File: config.mk
export PLATFORM = sky130hd
export DESIGN_NAME = pic_cell
export DESIGN_NICKNAME = d
export VERILOG_FILES = /design/src/design/pic_pkg.sv /design/src/design/pic_cell.sv
export SDC_FILE = /design/constraint.sdc
export NUM_CORES = 2
export LEC_CHECK = 0
export BUFFER_PORTS_ARGS = -buffer_cell sky130_fd_sc_hd__buf_2
export CAP_MARGIN = 10
export CORE_MARGIN = 2
export CORE_UTILIZATION = 56
export DETAILED_ROUTE_END_ITERATION = 6
export GPL_TIMING_DRIVEN = 1
export PLACE_DENSITY = 0.74
export SYNTH_ARGS = -nofsm -noshare
export SYNTH_HDL_FRONTEND = slang
export SYNTH_SLANG_ARGS = --single-unit
File: constraint.sdc
create_clock -name i_clk -period 29.7 [get_ports i_clk]
set_input_delay 5.94 -clock i_clk [delete_from_list [all_inputs] [get_ports i_clk]]
set_output_delay 5.94 -clock i_clk [all_outputs]
set_load 0.005 [all_outputs]
File: src/design/pic_pkg.sv
// shared types and constants for the point in polygon crossing test
// no dependencies
package pic_pkg;

    localparam int MAX_VERTICES_DEF = 16;
    localparam logic OP_WRITE = 1'b0;
    localparam logic OP_TEST  = 1'b1;

    typedef struct packed {
        logic signed [15:0] x;
        logic signed [15:0] y;
    } t_vtx;

    typedef struct packed {
        logic        en;
        logic [3:0]  slot;
        t_vtx        v;
    } t_wr;

    typedef struct packed {
        logic               vld;
        logic signed [15:0] tx;
        logic signed [15:0] ty;
        t_vtx               prev;
        logic               parity;
    } t_token;

endpackage

File: src/design/pic_cell.sv
// one vertex cell: holds a vertex and tests the edge from the previous vertex
// depends on pic_pkg
module pic_cell #(
    parameter int IDX = 0,
    parameter int NW  = 5
) (
    input  logic            i_clk,
    input  logic            i_rst_n,
    input  pic_pkg::t_wr    i_wr,
    input  logic [NW-1:0]   i_n,
    input  pic_pkg::t_token i_tok,
    output pic_pkg::t_token o_tok,
    output pic_pkg::t_vtx   o_vtx
);

    pic_pkg::t_vtx   r_vtx;
    pic_pkg::t_token r_a_tok, n_a_tok;
    pic_pkg::t_token r_b_tok, n_b_tok;
    logic signed [34:0] r_p, r_ad, n_p, n_ad;
    logic signed [17:0] r_d, n_d;
    logic               r_str, n_str;

    logic signed [16:0] dx, dyt, d, a;
    logic signed [17:0] dxs;
    logic               flip, active;
    logic signed [35:0] rem;
    logic               cond;

    always_ff @(posedge i_clk) begin
        if (i_wr.en && (int'(i_wr.slot) == IDX)) begin
            r_vtx <= i_wr.v;
        end
    end

    always_comb begin
        active = (int'(i_n) > IDX);
        dx  = {i_tok.prev.x[15], i_tok.prev.x} - {r_vtx.x[15], r_vtx.x};
        dyt = {i_tok.ty[15], i_tok.ty} - {r_vtx.y[15], r_vtx.y};
        d   = {i_tok.prev.y[15], i_tok.prev.y} - {r_vtx.y[15], r_vtx.y};
        a   = {i_tok.tx[15], i_tok.tx} - {r_vtx.x[15], r_vtx.x};
        flip = d[16];
        n_d  = flip ? -{d[16], d} : {d[16], d};
        dxs  = flip ? -{dx[16], dx} : {dx[16], dx};
        n_p  = dxs * dyt;
        n_ad = a * n_d;
        n_str = active && ((r_vtx.y > i_tok.ty) != (i_tok.prev.y > i_tok.ty));
        n_a_tok = i_tok;
        n_a_tok.prev = r_vtx;
        // trunc(p/d) > a, with d made positive
        rem  = {r_p[34], r_p} - {r_ad[34], r_ad};
        cond = r_p[34] ? (rem > 36'sd0) : (rem >= $signed({{18{r_d[17]}}, r_d}));
        n_b_tok = r_a_tok;
        n_b_tok.parity = r_a_tok.parity ^ (r_str & cond);
    end

    always_ff @(posedge i_clk) begin
        r_p     <= n_p;
        r_ad    <= n_ad;
        r_d     <= n_d;
        r_str   <= n_str;
        if (!i_rst_n) begin
            r_a_tok <= '0;
            r_b_tok <= '0;
        end else begin
            r_a_tok <= n_a_tok;
            r_b_tok <= n_b_tok;
        end
    end

    assign o_tok = r_b_tok;
    assign o_vtx = r_vtx;

endmodule

==> results.json <==
{
  "start_kind": "input port",
  "antenna_found_initial": 0,
  "tns_ps": 0,
  "hp-class": "register to register",
  "numClockSinks": 253,
  "portBuffers": 207,
  "hold_viol_final": 0,
  "cts_tree": "done",
  "grt_pass1_vias": 29100,
  "cp_common_cell": "fa_1",
  "place_ws_ps": 13610,
  "yosysSeqAreaShare_pct": 15.0,
  "rows": 92,
  "postPlaceCellArea_um2": 38300,
  "final_cell_mix": "858 x inv_1, 621 x fa_1, 407 x nor2_1",
  "die_w_um": 258,
  "path_clk_slew_ps": 60,
  "crit_buf_inv": 6,
  "cp-startpoint": "i_tok[1]",
  "slowest_stage": "xnor2_1",
  "crit_family": "adder cells",
  "vias": 27900,
  "drv_cap": 0,
  "fin_area_um2": 39300,
  "post_cts_buffers": 0,
  "grt_max_degree": 134,
  "min_period_over_period_pct": 52.8,
  "grt_pass1_wl_mm": 155,
  "synth_edf_count": 32,
  "post_cts_resize_count": 0,
  "htree_levels": 1,
  "grt_util_met2_pct": 48.8,
  "detail_route.first_pass.iterations": 6,
  "place.gp.congestion": 0.956,
  "wl_mm": 95.9,
  "detail_route.iter0.violations": 2216,
  "clk_latency_ps": 570,
  "cts-buffers-inserted": 29,
  "synth_cell_types": 79,
  "drc": 0,
  "initial_core_util_pct": 56.9,
  "ant_nets": 0,
  "cp-end-kind": "register",
  "min_from": "n_b_tok[24]$_SDFF_PN0_",
  "dpl.hpwl_mm": 80.2,
  "grt.busiest_layer": "met2",
  "cp_max_fo": 11,
  "vias_per_cell": 5.44,
  "core_area_um2": 63300,
  "clk_path_buf_depth": 3,
  "rsz0062_at_grt": "false",
  "final.min_clock_period_ps": 15680,
  "grtUsageMet1_pct": 38.9,
  "critPathMaxStageDelay_ps": 1020,
  "die_h_um": 258,
  "grtUsageTotal_pct": 29.8,
  "ys.flop_type": "dfxtp_1",
  "syn_inst": 4025,
  "met3_usage_pct": 5.88,
  "setup_viol": 0,
  "cts_root_buf": "clkbuf_16",
  "wl_per_cell_um": 18.7,
  "required_ps": 30190,
  "finalWorstSetupSlack_ps": 14020,
  "r2r_start": "o_vtx[0]$_DFFE_PP_",
  "synth.cell_area_um2": 36000,
  "synthArstFlopShare_pct": 0,
  "relSlewSlack_pct": 12.0,
  "yosysWarnings": 0,
  "max_freq_mhz": 63.8,
  "worstPathArrival_ps": 16170,
  "worst_pin_slew_ps": 1310,
  "crit_type": "input port to register",
  "finalClockSkew_ps": 16.2,
  "avgSynthCellArea_um2": 8.95,
  "grt_overflow": 0,
  "slew_viol_final": 0,
  "synthToLayoutAreaGrowth_pct": 9.08,
  "drive_gt1_share_pct": 7.90,
  "fin_nets": 5318,
  "outcome": "finished clean",
  "final_common_cell": "inv_1",
  "cts_hold_buffers": 0,
  "die_area_um2": 66300,
  "ys_ff_latch": 253,
  "io_pins": 208
}
==> per-stage QoR <==
| step | instances | utilization, % | hold slack [ps] |
|---|---|---|---|
| 6_report | 5126 | 62.0 | 428 |
| 5_1_grt | 5125 | 62.0 | 440 |
| 4_1_cts | 5123 | 62.0 | 431 |
| 3_5_place_dp | 5070 | 60.4 | 417 |
| 3_3_place_gp | 5069 | 60.4 | 412 |
| 2_1_floorplan | 4055 | - | 412 |
==> synthesized netlist by cell type, types with 5 or more instances <==
master     instances  area share (%)
clkbuf_1          80            0.83
and3_1            20            0.35
a21boi_0          13            0.27
dfxtp_1          221              12
nor2b_1           34            0.59
or4_1              8            0.17
xor2_1            61             1.5
a31oi_1           22            0.38
o2111ai_1          7            0.17
a21oi_1          114             1.6
or2_2             16            0.28
nor4_1             8            0.14
edfxtp_1          32             2.7
ha_1             330              11
fa_1             621              35
a221oi_1           5            0.12
o21ai_1            6           0.083
a211oi_1           8            0.17
nand2b_1          36            0.63
nor3b_1            7            0.15
xnor2_1          132             3.2
a21o_1            55             1.1
nand3b_1           5            0.10
a2111oi_0          6            0.15
nand4_1           25            0.43
nand2_1          339             3.5
nor3_1            42            0.58
o31ai_1            6            0.13
or3_1             15            0.26
a211o_1            7            0.17
o21a_1            44            0.92
nor2_1           407             4.2
o21ai_0           96             1.3
o211ai_1           7            0.15
and2_1           194             3.4
nand3_1           38            0.53
inv_1            858             8.9
o31a_1             5            0.12
o21bai_1          15            0.31
==> worst reg2reg max path, delay by kind of cell (launching register included) <==
family,cells,cell delay (ps)
compound gates,13,3240
xor+xnor,3,1430
fa+ha+maj,9,3990
buf+inv,4,730
flops,1,500
simple gates,5,760
==> path summary, 6_finish.rpt <==
check	end	slack, ps	cells past startpoint
min reg2reg	o_tok[24]$_SDFF_PN0_	430	1
min	o_tok[24]$_SDFF_PN0_	430	1
max reg2reg	r_ad[31]$_DFF_P_	18990	34
max	r_ad[31]$_DFF_P_	14020	36
==> metal layers <==
| metal | part of all wire, % | wire [µm] |
|---|---|---|
| met5 | 0 | 0 |
| met4 | 4.7 | 4470 |
| met3 | 8.7 | 8300 |
| met2 | 46 | 44200 |
| met1 | 41 | 38900 |
==> logic make-up after synthesis <==
| kind of cell | share of synthesized area, % |
|---|---|
| adders and majority gates | 46.0 |
| muxes | 0.111 |
| buffers and inverters | 9.86 |
| xor gates and xnor gates | 4.74 |
| and+or+nand+nor | 15.7 |
| other | 0.0209 |
| DFF | 15.0 |
| AOI/OAI and AO/OA | 8.55 |
==> state kept, by name, indices dropped and copies added (netlist names) <==
register	flops
r_d	18
o_tok	66
r_ad	35
r_a_tok	1
r_p	35
o_vtx	32
r_str	1
n_b_tok	65
==> area by class of cell <==
class | count | area (µm²)
Antenna cell | 1 | 2.50
Clock buffer | 38 | 820
Clock inverter | 15 | 185
Fill cell | 5441 | 24000
Inverter | 863 | 3240
Multi-Input combinational cell | 2856 | 27200
Sequential cell | 253 | 5390
Tap cell | 846 | 1060
Timing Repair Buffer | 254 | 1390
Power is not shown: default switching activity piles up to over one toggle a cycle in this logic, so the estimate is an artifact.
